**src/assert_macros.svh**
```systemverilog
// Assertion macros shared by the analog delta event scan RTL.
// Included by files that carry concurrent checks; needs nothing else.
`ifndef ASSERT_MACROS_SVH
`define ASSERT_MACROS_SVH

// Same-cycle implication, disabled while reset is asserted.
`define ASSERT_IMPL(lbl, clk_s, rst_s, ante, cons, msg) \
	lbl: assert property (@(posedge clk_s) disable iff (!rst_s) (ante) |-> (cons)) \
		else $error(msg);

// Next-cycle implication, disabled while reset is asserted.
`define ASSERT_NEXT(lbl, clk_s, rst_s, ante, cons, msg) \
	lbl: assert property (@(posedge clk_s) disable iff (!rst_s) (ante) |=> (cons)) \
		else $error(msg);

`endif

```
**src/ades_pkg.sv**
```systemverilog
// Shared constants, types and command/status structs of the analog delta event scan.
// Used by ades_ctrl, ades_dp and analog_delta_event_scan_top; depends on nothing.
package ades_pkg;

	localparam int CHANNELS = 8;
	localparam int CH_W     = (CHANNELS > 1) ? $clog2(CHANNELS) : 1;
	localparam int CNT_W    = $clog2(CHANNELS + 1);
	localparam int CFG_W    = 4;
	localparam int SAMPLE_W = 16;
	localparam int SEL_W    = 3;
	localparam int OP_W     = 2;

	typedef enum logic [OP_W-1:0] {
		OP_STORE = 2'd0,
		OP_DELTA = 2'd1,
		OP_CHECK = 2'd2
	} ades_op_t;

	typedef enum logic {
		ST_IDLE,
		ST_SCAN
	} ades_state_t;

	typedef struct packed {
		logic wr_sample;
		logic wr_delta;
		logic start;
		logic step;
		logic load;
		logic update;
	} ades_cmd_t;

	typedef struct packed {
		logic hit;
		logic scan_end;
		logic out_free;
	} ades_sts_t;

endpackage

```
**src/ades_ctrl.sv**
```systemverilog
// Controller of the analog delta event scan: input handshake and the scan sequencer.
// Depends on ades_pkg; drives the datapath ades_dp through ades_cmd_t / ades_sts_t.
module ades_ctrl (
	input  logic                      clk,
	input  logic                      arst_n,
	input  logic                      in_valid,
	input  logic [ades_pkg::OP_W-1:0] op,
	output logic                      in_ready,
	input  ades_pkg::ades_sts_t       sts,
	output ades_pkg::ades_cmd_t       cmd
);
	import ades_pkg::*;

	ades_state_t state_q;
	ades_state_t state_nxt;
	logic        accept;
	logic        finish;

	assign in_ready = (state_q == ST_IDLE);
	assign accept   = in_valid && in_ready;
	// The scan is over once a channel fires or the channel count is exhausted.
	assign finish   = sts.hit || sts.scan_end;

	always_ff @(posedge clk or negedge arst_n) begin
		if (!arst_n) begin
			state_q <= ST_IDLE;
		end else begin
			state_q <= state_nxt;
		end
	end

	always_comb begin
		state_nxt = state_q;
		case (state_q)
			ST_IDLE: begin
				if (accept && op == OP_CHECK) begin
					state_nxt = ST_SCAN;
				end
			end
			ST_SCAN: begin
				if (finish && sts.out_free) begin
					state_nxt = ST_IDLE;
				end
			end
			default: state_nxt = ST_IDLE;
		endcase
	end

	always_comb begin
		cmd = '0;
		case (state_q)
			ST_IDLE: begin
				cmd.wr_sample = accept && op == OP_STORE;
				cmd.wr_delta  = accept && op == OP_DELTA;
				cmd.start     = accept && op == OP_CHECK;
			end
			ST_SCAN: begin
				// A finished result waits here until the output register can take it.
				cmd.step   = !finish;
				cmd.load   = finish && sts.out_free;
				cmd.update = sts.hit && sts.out_free;
			end
			default: cmd = '0;
		endcase
	end

endmodule

```
**src/ades_dp.sv**
```systemverilog
// Datapath of the analog delta event scan: channel stores, scan index, compare and result register.
// Depends on ades_pkg; commanded by ades_ctrl.
module ades_dp (
	input  logic                          clk,
	input  logic                          arst_n,
	input  ades_pkg::ades_cmd_t           cmd,
	output ades_pkg::ades_sts_t           sts,
	input  logic [ades_pkg::SEL_W-1:0]    chan_sel,
	input  logic [ades_pkg::SAMPLE_W-1:0] value,
	input  logic                          cfg_wr_en,
	input  logic [ades_pkg::CFG_W-1:0]    cfg_wr_data,
	output logic                          out_valid,
	input  logic                          out_ready,
	output logic                          out_found,
	output logic [ades_pkg::SEL_W-1:0]    out_channel
);
	import ades_pkg::*;

	logic [SAMPLE_W-1:0] sample_q   [CHANNELS];
	logic [SAMPLE_W-1:0] reported_q [CHANNELS];
	logic [SAMPLE_W-1:0] delta_q    [CHANNELS];
	logic [CFG_W-1:0]    chan_count_q;
	logic [CNT_W-1:0]    limit_q;
	logic [CNT_W-1:0]    idx_q;
	logic                out_valid_q;
	logic                out_found_q;
	logic [SEL_W-1:0]    out_channel_q;

	logic [CH_W-1:0]     rd_idx;
	logic [CH_W-1:0]     wr_idx;
	logic                sel_ok;
	logic [SAMPLE_W-1:0] cur_sample;
	logic [SAMPLE_W-1:0] cur_reported;
	logic [SAMPLE_W-1:0] cur_delta;
	logic [SAMPLE_W:0]   diff;
	logic [SAMPLE_W:0]   abs_diff;
	logic                delta_pos;
	logic [CNT_W-1:0]    limit_nxt;

	assign rd_idx       = idx_q[CH_W-1:0];
	assign wr_idx       = CH_W'(chan_sel);
	assign sel_ok       = (int'(chan_sel) < CHANNELS);
	assign cur_sample   = sample_q[rd_idx];
	assign cur_reported = reported_q[rd_idx];
	assign cur_delta    = delta_q[rd_idx];

	// Exact 17-bit difference, so a full-scale swing does not wrap.
	assign diff      = {cur_sample[SAMPLE_W-1], cur_sample}
	                 - {cur_reported[SAMPLE_W-1], cur_reported};
	assign abs_diff  = diff[SAMPLE_W] ? (~diff + 1'b1) : diff;
	assign delta_pos = !cur_delta[SAMPLE_W-1] && (cur_delta != '0);

	assign limit_nxt = (int'(chan_count_q) > CHANNELS) ? CNT_W'(CHANNELS)
	                                                   : CNT_W'(chan_count_q);

	assign sts.scan_end = (idx_q >= limit_q);
	assign sts.hit      = !sts.scan_end && delta_pos && (abs_diff >= {1'b0, cur_delta});
	assign sts.out_free = !out_valid_q || out_ready;

	always_ff @(posedge clk or negedge arst_n) begin
		if (!arst_n) begin
			for (int i = 0; i < CHANNELS; i++) begin
				sample_q[i]   <= '0;
				reported_q[i] <= '0;
				delta_q[i]    <= '0;
			end
		end else begin
			if (cmd.wr_sample && sel_ok) begin
				sample_q[wr_idx] <= value;
			end
			if (cmd.wr_delta && sel_ok) begin
				delta_q[wr_idx] <= value;
			end
			if (cmd.update) begin
				reported_q[rd_idx] <= cur_sample;
			end
		end
	end

	always_ff @(posedge clk or negedge arst_n) begin
		if (!arst_n) begin
			chan_count_q <= '0;
			limit_q      <= '0;
			idx_q        <= '0;
			out_valid_q  <= 1'b0;
		end else begin
			if (cfg_wr_en) begin
				chan_count_q <= cfg_wr_data;
			end
			if (cmd.start) begin
				limit_q <= limit_nxt;
				idx_q   <= '0;
			end else if (cmd.step) begin
				idx_q <= idx_q + 1'b1;
			end
			if (cmd.load) begin
				out_valid_q <= 1'b1;
			end else if (out_ready) begin
				out_valid_q <= 1'b0;
			end
		end
	end

	always_ff @(posedge clk) begin
		if (cmd.load) begin
			out_found_q   <= sts.hit;
			out_channel_q <= sts.hit ? SEL_W'(rd_idx) : '0;
		end
	end

	assign out_valid   = out_valid_q;
	assign out_found   = out_found_q;
	assign out_channel = out_channel_q;

endmodule

```
**src/analog_delta_event_scan_top.sv**
```systemverilog
// Channel     | Direction | Transfer content
// s_axis      | in        | tuser: op; tdata: chan_sel, value
// m_axis      | out       | tuser: event_found; tdata: event_channel
// cfg_wr      | in        | channels_in_use, written whenever cfg_wr_en is high
//
// A store or delta write is taken on acceptance. After a check is accepted, the scan sequencer
// visits the channels one at a time, up to channels_in_use (capped at 8), until one fires.
// The output register frees the input side: writes are taken while a result waits.
// A finished check holds in the scan state while the output register is still full.
// Reset is asynchronous and clears all stores, the channel count and the result valid.
//
// Top level of the analog delta event scan; instantiates ades_ctrl and ades_dp.
// Depends on ades_pkg and assert_macros.svh.
`include "assert_macros.svh"

module analog_delta_event_scan_top (
	input  logic                       clk,
	input  logic                       arst_n,
	input  logic                       s_axis_tvalid,
	output logic                       s_axis_tready,
	input  logic [23:0]                s_axis_tdata,  // chan_sel[2:0], value[18:3], zero pad
	input  logic [ades_pkg::OP_W-1:0]  s_axis_tuser,  // op[1:0]
	output logic                       m_axis_tvalid,
	input  logic                       m_axis_tready,
	output logic [7:0]                 m_axis_tdata,  // event_channel[2:0], zero pad
	output logic                       m_axis_tuser,  // event_found[0]
	input  logic                       cfg_wr_en,
	input  logic [ades_pkg::CFG_W-1:0] cfg_wr_data
);
	import ades_pkg::*;

	ades_cmd_t        cmd;
	ades_sts_t        sts;
	logic [SEL_W-1:0] chan_sel;
	logic [SAMPLE_W-1:0] value;
	logic [SEL_W-1:0] event_channel;
	logic             event_found;

	assign chan_sel = s_axis_tdata[SEL_W-1:0];
	assign value    = s_axis_tdata[SEL_W+SAMPLE_W-1:SEL_W];

	ades_ctrl u_ctrl (
		.clk      (clk),
		.arst_n   (arst_n),
		.in_valid (s_axis_tvalid),
		.op       (s_axis_tuser),
		.in_ready (s_axis_tready),
		.sts      (sts),
		.cmd      (cmd)
	);

	ades_dp u_dp (
		.clk         (clk),
		.arst_n      (arst_n),
		.cmd         (cmd),
		.sts         (sts),
		.chan_sel    (chan_sel),
		.value       (value),
		.cfg_wr_en   (cfg_wr_en),
		.cfg_wr_data (cfg_wr_data),
		.out_valid   (m_axis_tvalid),
		.out_ready   (m_axis_tready),
		.out_found   (event_found),
		.out_channel (event_channel)
	);

	assign m_axis_tdata = {(8 - SEL_W)'(0), event_channel};
	assign m_axis_tuser = event_found;

	`ASSERT_IMPL(a_load_only_when_free, clk, arst_n, cmd.load, !m_axis_tvalid || m_axis_tready, "result register overwritten before transfer")
	`ASSERT_NEXT(a_valid_rises_on_load, clk, arst_n, !m_axis_tvalid && !cmd.load, !m_axis_tvalid, "result valid without a finished check")
	`ASSERT_IMPL(a_no_event_channel_zero, clk, arst_n, m_axis_tvalid && !m_axis_tuser, event_channel == '0, "channel nonzero when no event found")
	`ASSERT_IMPL(a_update_only_on_hit, clk, arst_n, cmd.update, cmd.load && sts.hit, "last-reported sample updated without a reported event")

endmodule
```
**config.mk**
```make
export PLATFORM = sky130hd
export DESIGN_NAME = analog_delta_event_scan_top
export DESIGN_NICKNAME = d
export VERILOG_FILES = /design/src/ades_pkg.sv /design/src/ades_ctrl.sv /design/src/ades_dp.sv /design/src/analog_delta_event_scan_top.sv
export VERILOG_INCLUDE_DIRS = /design/src /design/src/src
export SDC_FILE = /design/constraint.sdc
export NUM_CORES = 1
export LEC_CHECK = 0
export BUFFER_PORTS_ARGS = -buffer_cell sky130_fd_sc_hd__buf_4
export CAP_MARGIN = 20
export CORE_ASPECT_RATIO = 1.4
export CORE_MARGIN = 4
export CORE_UTILIZATION = 45
export CTS_BUF_LIST = sky130_fd_sc_hd__clkbuf_16
export DETAILED_ROUTE_END_ITERATION = 8
export SLEW_MARGIN = 10
export SYNTH_ARGS = -nofsm -noshare
export SYNTH_HDL_FRONTEND = slang
export SYNTH_SLANG_ARGS = --single-unit
```
**constraint.sdc**
```tcl
create_clock -name clk -period 9.4 [get_ports clk]
set_clock_uncertainty 0.2 [all_clocks]
set_input_delay 0.47 -clock clk [delete_from_list [all_inputs] [get_ports clk]]
set_output_delay 0.47 -clock clk [all_outputs]
set_load 0.02 [all_outputs]
```
-- Word-level counts from Yosys, hierarchy flattened
Cells that the tools add are included.
- add/subtract/negate cells: 3
- magnitude comparators: 7
- equal/unequal tests: 2
- multiplexer cells: 27
- bitwise operators: 4
- reductions and logical operators: 21
- operator list (operator ; number):
    bitwise mux 128 bit ; 3
    binary-select mux 16 bit (select 3 bit) ; 3
    two-way mux 16 bit ; 8
    demux 16 bit (select 3 bit) ; 2
    adder 17 x 1 -> 17 bit, second input constant ; 1
    >= comparator 17 x 16 -> 1 bit ; 1
    two-way mux 17 bit ; 1
    NOT 17 bit ; 1
    subtractor 16 x 16 -> 17 bit ; 1
    nonzero test 16 bit ; 1
    two-way mux 4 bit ; 3
    logical AND 1 bit ; 11
    >= comparator 4 bit, second input constant ; 2
    less-than comparator 4 x 1 -> 1 bit, second input constant ; 2
    NOT 3 -> 4 bit ; 2
    two-way mux 3 bit ; 2
    adder 4 x 1 -> 4 bit, second input constant ; 1
    >= comparator 4 bit ; 1
    > comparator 4 bit, second input constant ; 1
    logical NOT 1 bit ; 4
    two-way mux 1 bit ; 4
    nonzero test 2 bit ; 2
    equality test 2 x 1 -> 1 bit, second input constant ; 1
    equality test 2 bit, second input constant ; 1
    4 further kinds ; 5
- register bits: 402
- input bits: 35
- output and inout port bits: 11

-- Logic depth before layout (Yosys ltp)
Gate-level depths: netlist of run 1.
- depth after elaboration: 15
- mapped depth: 34

-- Hierarchy
Synthesis of run 1 repeated with hierarchy kept, for this count alone.
- cells, all modules: 1730
- area, all modules: 19820.3 µm²
- by module, submodules not included (module ; times used ; cells an instance ; area an instance (µm²) ; sequential area each (µm²)):
    ades_dp ; 1 ; 1714 ; 19677.6 ; 10054.6
    ades_ctrl ; 1 ; 10 ; 101.3 ; 25.0
    analog_delta_event_scan_top ; 1 ; 6 ; 41.3 ; 0.0

-- Worst setup path before layout of run 1
Ideal clock, no wire load.
- kind: register to register
- from: reg u_dp.idx_q[1]
- to: reg u_dp.reported_q[23] (netlist name)
- data arrival time: 7.329 ns
- slack: 1.746 ns
- cell stages (with the launch flop): 35
- path buffers: 10
- period minus slack after synthesis: 7.654 ns
- cells stage by stage: dfrtp_1 buf_2 buf_2 buf_2 buf_1 and2_1 clkbuf_1 clkbuf_1 clkbuf_1 a22oi_1 nand4_1 ha_1 inv_1 fa_1 a211oi_2 nor3_1 o311ai_0 o21ai_0 nand2_1 a31oi_1 clkbuf_1 nor2_1 xor2_1 ha_1 and3_1 nand3_1 a41oi_1 a211oi_1 o311ai_0 a21o_1 a41oi_4 buf_6 nor4b_4 buf_6 mux2_2
- longest elaborated chain between the ends: 12
- ends and longest elaborated chain (item ; line ; text):
    start, declared ; ades_dp.sv:24 ; logic [CNT_W-1:0] idx_q;
    start signal, assigned ; ades_dp.sv:94 ; idx_q <= idx_q + 1'b1;
    NOT 3 -> 4 bit (not written as such) ; - ;
    binary-select mux 16 bit (select 3 bit) (on tied branches) ; ades_dp.sv:43, ades_dp.sv:44 ;
    two-way mux 16 bit (on tied branches) (2 in a row) ; ades_dp.sv:43, ades_dp.sv:44 ;
    subtractor 16 x 16 -> 17 bit ; ades_dp.sv:49 ; - {cur_reported[SAMPLE_W-1], cur_reported};
    NOT 17 bit ; ades_dp.sv:50 ; assign abs_diff = diff[SAMPLE_W] ? (~diff + 1'b1) : diff;
    adder 17 x 1 -> 17 bit ; ades_dp.sv:50 ;
    two-way mux 17 bit ; ades_dp.sv:50 ;
    >= comparator 17 x 16 -> 1 bit ; ades_dp.sv:57 ; assign sts.hit = !sts.scan_end && delta_pos && (abs_diff >= {1'b0, cur_delta});
    logical AND 1 bit ; ades_dp.sv:57 ;
    logical AND 1 bit ; ades_ctrl.sv:61 ; cmd.update = sts.hit && sts.out_free;
    two-way mux 3 bit ; ades_ctrl.sv:51 ; case (state_q)
    end signal, assigned by index ; ades_dp.sv:75 ; reported_q[rd_idx] <= cur_sample;
    end, declared ; ades_dp.sv:20 ; logic [SAMPLE_W-1:0] reported_q [CHANNELS];
Parallel ways exist; a longest one is shown, timed or not. The select of a mux whose other input is x is not followed.
A chain may end at the register's enable or synchronous reset.

-- Worst setup path in the final report of run 1
- from: reg u_dp.idx_q[2]
- to: reg u_dp.reported_q[25] (netlist name)
- longest elaborated chain between the ends: 12
- ends and longest elaborated chain (item ; line ; text):
    NOT 3 -> 4 bit (not written as such) (*) ; ades_dp.sv:43 ; assign cur_sample = sample_q[rd_idx];
    binary-select mux 16 bit (select 3 bit) (*) ; ades_dp.sv:43 ;
    two-way mux 16 bit (not written as such) (*) (2 in a row) ; ades_dp.sv:43 ;
    via u_dp.cur_sample[3] ; ades_dp.sv:32 ; logic [SAMPLE_W-1:0] cur_sample;
    subtractor 16 x 16 -> 17 bit (*) ; ades_dp.sv:49 ;
    NOT 17 bit ; ades_dp.sv:50 ;
    adder 17 x 1 -> 17 bit ; ades_dp.sv:50 ;
    two-way mux 17 bit (*) ; ades_dp.sv:50 ;
    >= comparator 17 x 16 -> 1 bit (*) ; ades_dp.sv:57 ;
    logical AND 1 bit (*) ; ades_dp.sv:57 ;
    logical AND 1 bit (*) ; ades_ctrl.sv:61 ;
    two-way mux 3 bit (*) ; ades_ctrl.sv:51 ;
Mark *: on every way through the listed nets, which the timed path passes. The rest lies on a longest branch. The select of a mux whose other input is x is not followed.

==> flow_metrics.env, run 1 <==
export IMPL_ctsHoldBuffers=7
export IMPL_gp_congestion=0.783
export IMPL_antenna_found_initial=0
export IMPL_critPathLaunch="u_dp.idx_q[2]"
export IMPL_drtPass1Iterations=5
export IMPL_cts_setup_buffers=0
export IMPL_rows=89
export IMPL_finalPower_uw=8170
export IMPL_clk_latency_ps=540
export IMPL_wl_um=48700
export IMPL_powerDensity_mw_per_mm2=376
export IMPL_yosys_warnings=0
export IMPL_dr_first_iter_drc_count=684
export IMPL_vdd_drop_max_v=0.000562
export IMPL_p_leak_uw=0.00983
export IMPL_crit_required_ps=9610
export IMPL_period_share_pct=87.3
export IMPL_instances_no_fill=2090
export IMPL_cts_htree_levels=2
export IMPL_grt_use_total_pct=21.1
export IMPL_drv_slew=0
export IMPL_cts_buffers=41
export IMPL_cts_max_path_buffers=3
export IMPL_status="finished, final reports clean"
export IMPL_antennaDiodeCount=0
export IMPL_rsz0062_at_grt="false"
export IMPL_setup_viol=0
export IMPL_dpl_hpwl_um=31300
export IMPL_synthCells=1477
export IMPL_nNetsFinal=1586
export IMPL_wl_per_cell_um=23.3
export IMPL_synth_cell_types=69
export IMPL_grt_start_max_net_pins=170
export IMPL_hold_class="in -> reg"
export IMPL_worstMarginPinSlew_ps=1080
export IMPL_cp_endpoint="u_dp.reported_q[25]"
export IMPL_async_reset_ff_share_pct=99.0
export IMPL_root_buffer="clkbuf_16"
export IMPL_clock_sinks=402
export IMPL_cts_resized=0
export IMPL_critPathSlowestCell="a41oi_4"
export IMPL_whs_ps=23.6
export IMPL_startpoint_type="register"
export IMPL_relSlewSlack_pct=28.1
export IMPL_path_clk_slew_ps=60
export IMPL_yosysSeqAreaShare_pct=51.9
export IMPL_synth_area_mm2=0.0194
export IMPL_r2r_start="u_dp.idx_q[2]"
export IMPL_vias_per_cell=5.96
export IMPL_mostFrequentLayoutCells="dfrtp_1 (396), mux2_2 (392), a22oi_1 (118)"
export IMPL_core_area_mm2=0.0424
export IMPL_rrSetupSlack_ps=1190
export IMPL_grt_remaining_overflow=0
export IMPL_hold_depth=2
export IMPL_yosys_register_bits=402
export IMPL_synth_edff_count=4
export IMPL_port_buffers=35
export IMPL_worst_setup_path_type="reg -> reg"
export IMPL_final_common_cell="dfrtp_1"
export IMPL_die_y_um=254
export IMPL_cap_violations=0
export IMPL_n_fill_cell=3652
export IMPL_io_pins=46
export IMPL_cts_tree="yes"
export IMPL_grt_pass1_wl_um=76700
export IMPL_fmax_ghz=0.122
export IMPL_timing_rr_end="u_dp.reported_q[25]"
export IMPL_die_w_um=184
export IMPL_synthFlopType="dfrtp_1"
export IMPL_finalCriticalPeriod_ps=8210
export IMPL_crit_path_frequent_cell="buf_4"
export IMPL_num_vias=12500
export IMPL_critPathMaxStageDelay_ps=650
export IMPL_fin_tns_setup_ps=0
export IMPL_first_global_vias=13200
export IMPL_path_max_fanout=17
export IMPL_drc=0
export IMPL_drive_gt1_share_pct=36.7
export IMPL_areaGrowthSynthToFinish_pct=11.7
export IMPL_initial_core_util_pct=45.8
export IMPL_fp_dieArea_mm2=0.0466
export IMPL_end_kind="register"
export IMPL_reg2reg_depth=27
export IMPL_avgSynthCellArea_um2=13.2
export IMPL_placed_cells=2006
export IMPL_hold_viol_final=0
export IMPL_critPathArrivalTime_ps=8420
export IMPL_ant_nets=0
[power breakdown]
group	leakage (µW)	internal, µW	switching (µW)	total (µW)
clock network	0.000657	877	663	1540
registers	0.00530	2180	231	2420
logic	0.00387	1710	2510	4210
total	0.00983	4770	3400	8170
[through the flow]
step                util [%]  instance area (µm²)  setup slack [ps]
finish                  51.1                21700              1190
global route            51.1                21700               731
CTS                     51.1                21700              1210
detailed placement      48.0                20300              1260
global placement        47.9                20300              1250
floorplan                  -                19400              1750
[synthesized netlist by cell type (3+ instances only)]
cell type  instances  share of area, %
nand4_1           21              0.68
buf_6              4              0.23
buf_2             15              0.39
a31oi_1            3             0.097
xnor2_1            9              0.41
edfxtp_1           4              0.62
o21ai_0           22              0.57
ha_1              38               2.4
inv_1             16              0.31
buf_4              5              0.19
a211oi_1           8              0.31
and3_1            10              0.32
nor3b_1            3              0.12
a22oi_1          118               4.6
a221oi_1          13              0.59
nand3_1           20              0.52
nor3_1            21              0.54
nor2b_1           11              0.35
xor2_1            13              0.59
and2_1             8              0.26
mux4_2            14               1.6
mux2_2           392                23
nand2_1           35              0.68
buf_1              5             0.097
o21a_1             3              0.12
and4_1             9              0.41
a21oi_1           30              0.77
o211ai_1           8              0.31
clkbuf_1          69               1.3
dfrtp_1          398                51
o311ai_0           3              0.14
nor2_1            46              0.89
a22o_1             8              0.36
mux2i_1           19              0.98
a221o_1            4              0.21
nor4b_4            9               1.1
a21o_1            10              0.39
mux2_1             7              0.41
nand2b_1          11              0.35
[worst min-delay path by stage]
stage                        start              endpoint  slack (ps)
2_1_floorplan               arst_n        u_ctrl.state_q         -30
3_3_place_gp   u_dp.reported_q[21]   u_dp.reported_q[21]         270
3_5_place_dp         u_dp.idx_q[3]         u_dp.idx_q[3]         280
4_1_cts                  cfg_wr_en  u_dp.chan_count_q[2]           1
5_1_grt                  cfg_wr_en  u_dp.chan_count_q[3]          10
6_report                 cfg_wr_en  u_dp.chan_count_q[3]          20
[worst max-delay path, delay by kind of cell, from the launching register on]
kind	cells	cell delay, ps
fa+ha+maj	2	690
xor+xnor	1	230
mux	1	340
buf+inv	5	1640
simple gates	7	1590
flops	1	610
compound gates	11	2700
[layer usage]
metal | wire length (µm) | share of wire (%) | track usage, %
met1 | 20400 | 42 | 26.8
met2 | 25300 | 52 | 37.6
met5 | 0 | 0 | 0
met3 | 1490 | 3.1 | 2.58
met4 | 1480 | 3.0 | 6.75
[flip-flops by register name (all words and copies together) (netlist names)]
| register | cells |
|---|---|
| u_dp.sample_q | 128 |
| u_ctrl.state_q | 1 |
| u_dp.out_channel | 3 |
| u_dp.out_found | 1 |
| u_dp.out_valid | 1 |
| u_dp.chan_count_q | 4 |
| u_dp.reported_q | 128 |
| u_dp.delta_q | 128 |
| u_dp.idx_q | 4 |
| u_dp.limit_q | 4 |
[cell families after synthesis]
logic type | Yosys count | synth area share [%]
xor gates and xnor gates | 22 | 0.992
buffers and inverters | 114 | 2.55
adders and majority gates | 39 | 2.55
AOI/OAI and AO/OA | 251 | 9.55
DFF | 402 | 51.9
and+or+nand+nor | 216 | 6.75
muxes | 432 | 25.7
other | 1 | 0.0193
[area by class of cell]
cell class                      instances  area [µm²]  area share, %
Tap cell                              546         683           3.15
Timing Repair Buffer                   86         698           3.22
Sequential cell                       402       10100           46.5
Inverter                               16        60.1          0.277
Clock inverter                         32         181          0.836
Clock buffer                           43        1080           4.96
Multi-Input combinational cell        965        8920           41.1
(Power assumes the default switching activity.)
==> run 2: changes to the inputs <==
Settings changed: CELL_PAD_IN_SITES_DETAIL_PLACEMENT from default to 1, CELL_PAD_IN_SITES_GLOBAL_PLACEMENT from default to 1, CORE_UTILIZATION 45 to 53, PLACE_DENSITY_LB_ADDON from default to 0.1.
==> run 2 against run 1 <==
  * Count of clock-buffer cells in the layout down 2
  * Setup slack worse by 550 ps
  * Via count rose by 2.4%
  * Combinational power is 4% higher
  * Hold slack improved by 57 ps
==> flow_metrics.env, run 2 (synthesized netlist as in run 1, its figures left out) <==
export IMPL_ctsHoldBuffers=9
export IMPL_grt_start_max_net_pins=128
export IMPL_p_sw_share_pct=42.1
export IMPL_p_clk_share_pct=19.0
export IMPL_powerDensity_mw_per_mm2=386
export IMPL_critPathArrivalTime_ps=8980
export IMPL_antenna_found_initial=0
export IMPL_fin_ws_ps=642
export IMPL_areaGrowthSynthToFinish_pct=12.0
export IMPL_pre_cts_ws_ps=853
export IMPL_clk_latency_ps=570
export IMPL_post_route_util_pct=60.4
export IMPL_p_seq_share_pct=29.0
export IMPL_status="finished, final reports clean"
export IMPL_nNetsFinal=1596
export IMPL_setup_viol=0
export IMPL_p_int_uw=4860
export IMPL_crit_required_ps=9630
export IMPL_cts_setup_buffers=0
export IMPL_hold_viol_final=0
export IMPL_p_leak_uw=0.00991
export IMPL_wl_um=53100
export IMPL_period_share_pct=93.2
export IMPL_mostFrequentLayoutCells="dfrtp_1 (396), mux2_2 (392), a22oi_1 (118)"
export IMPL_cts_max_path_buffers=3
export IMPL_startpoint_type="register"
export IMPL_grt_remaining_overflow=0
export IMPL_fmax_ghz=0.114
export IMPL_dpl_hpwl_um=33800
export IMPL_final_common_cell="dfrtp_1"
export IMPL_cts_htree_levels=2
export IMPL_finalCriticalPeriod_ps=8760
export IMPL_grt_use_total_pct=27.3
export IMPL_cap_violations=0
export IMPL_power_switching_uw=3540
export IMPL_reg_largest_list="u_dp.delta_q x128, u_dp.reported_q x128, u_dp.sample_q x128"
export IMPL_critPathSlowestCell="and2_2"
export IMPL_pwr_share_comb_pct=52.0
export IMPL_fp_dieArea_mm2=0.0398
export IMPL_rsz0062_at_grt="false"
export IMPL_core_area_mm2=0.0360
export IMPL_cts_tree="yes"
export IMPL_wl_per_cell_um=26.3
export IMPL_worstMarginPinSlew_ps=1170
export IMPL_vias_per_cell=6.33
export IMPL_port_buffers=35
export IMPL_io_pins=46
export IMPL_relSlewSlack_pct=21.6
export IMPL_ant_nets=0
export IMPL_vdd_drop_max_v=0.000561
export IMPL_initial_core_util_pct=54.0
export IMPL_path_clk_slew_ps=60
export IMPL_root_buffer="clkbuf_16"
export IMPL_drive_gt1_share_pct=37.7
export IMPL_n_fill_cell=3468
export IMPL_num_vias=12800
export IMPL_path_max_fanout=26
export IMPL_critPathMaxStageDelay_ps=810
export IMPL_die_y_um=235
export IMPL_cts_buffers=41
export IMPL_die_w_um=170
export IMPL_end_kind="register"
export IMPL_rows=82
export IMPL_grt_pass1_wl_um=83800
export IMPL_gp_congestion=0.811
export IMPL_first_global_vias=14300
export IMPL_hold_class="in -> reg"
export IMPL_drtPass1Iterations=5
export IMPL_drc=0
export IMPL_worst_setup_path_type="reg -> reg"
export IMPL_drv_slew=0
export IMPL_dr_first_iter_drc_count=729
export IMPL_cts_resized=0
export IMPL_antennaDiodeCount=0
export IMPL_fin_tns_setup_ps=0
export IMPL_clock_sinks=402
## run 2: per-stage QoR
stage                     total power, µW  instance area (µm²)  hold slack [ps]  instances
after floorplan                      5530                19400            -25.6       1481
after global routing                 9000                21800             74.7       2015
after detailed placement             6750                20300              275       1930
final                                8410                21800             80.3       2015
after CTS                            8440                21700             52.2       2013
after global placement               6570                20300              263       1928
## run 2: cell type report
class	instances	area (µm²)	area share [%]
Clock buffer	41	1030	4.71
Clock inverter	33	278	1.28
Inverter	16	60.1	0.276
Multi-Input combinational cell	965	8920	41.0
Sequential cell	402	10100	46.3
Tap cell	462	578	2.66
Timing Repair Buffer	96	815	3.74
## run 2: final timing paths
path                       slack, ps             endpoint  cells after the start            start
max                              640  u_dp.reported_q[92]                     28    u_dp.idx_q[2]
min                               80       u_dp.out_valid                      3    m_axis_tready
max reg2reg                      640  u_dp.reported_q[92]                     28    u_dp.idx_q[2]
min reg2reg                      290      u_dp.limit_q[1]                      2  u_dp.limit_q[1]
max in group asynchronous       6570    u_dp.sample_q[23]                      5           arst_n
min in group asynchronous        420  u_dp.reported_q[68]                      2           arst_n
## run 2: power by group through the flow
stage | Clock, µW | Sequential, µW | Combinational [µW]
after floorplan | 0 | 2380 | 3150
after global routing | 1710 | 2490 | 4800
after global placement | 0 | 2420 | 4150
after detailed placement | 0 | 2460 | 4290
after CTS | 1630 | 2440 | 4370
final | 1600 | 2440 | 4370
## run 2: layer usage
metal  wire, µm  vias to the layer above  global-route usage (%)
li1           -                     5624                       -
met1      21600                     6819                    33.4
met2      28100                      210                    49.6
met3       1550                      101                    2.97
met4       1840                        0                    10.0
met5          0                        -                       0
## run 2: critical path, delay by kind of cell (launching register included)
kind	cells	cell delay, ps
buf+inv	5	970
xor+xnor	1	260
simple gates	6	2110
flops	1	600
mux	1	300
compound gates	12	3350
fa+ha+maj	3	780
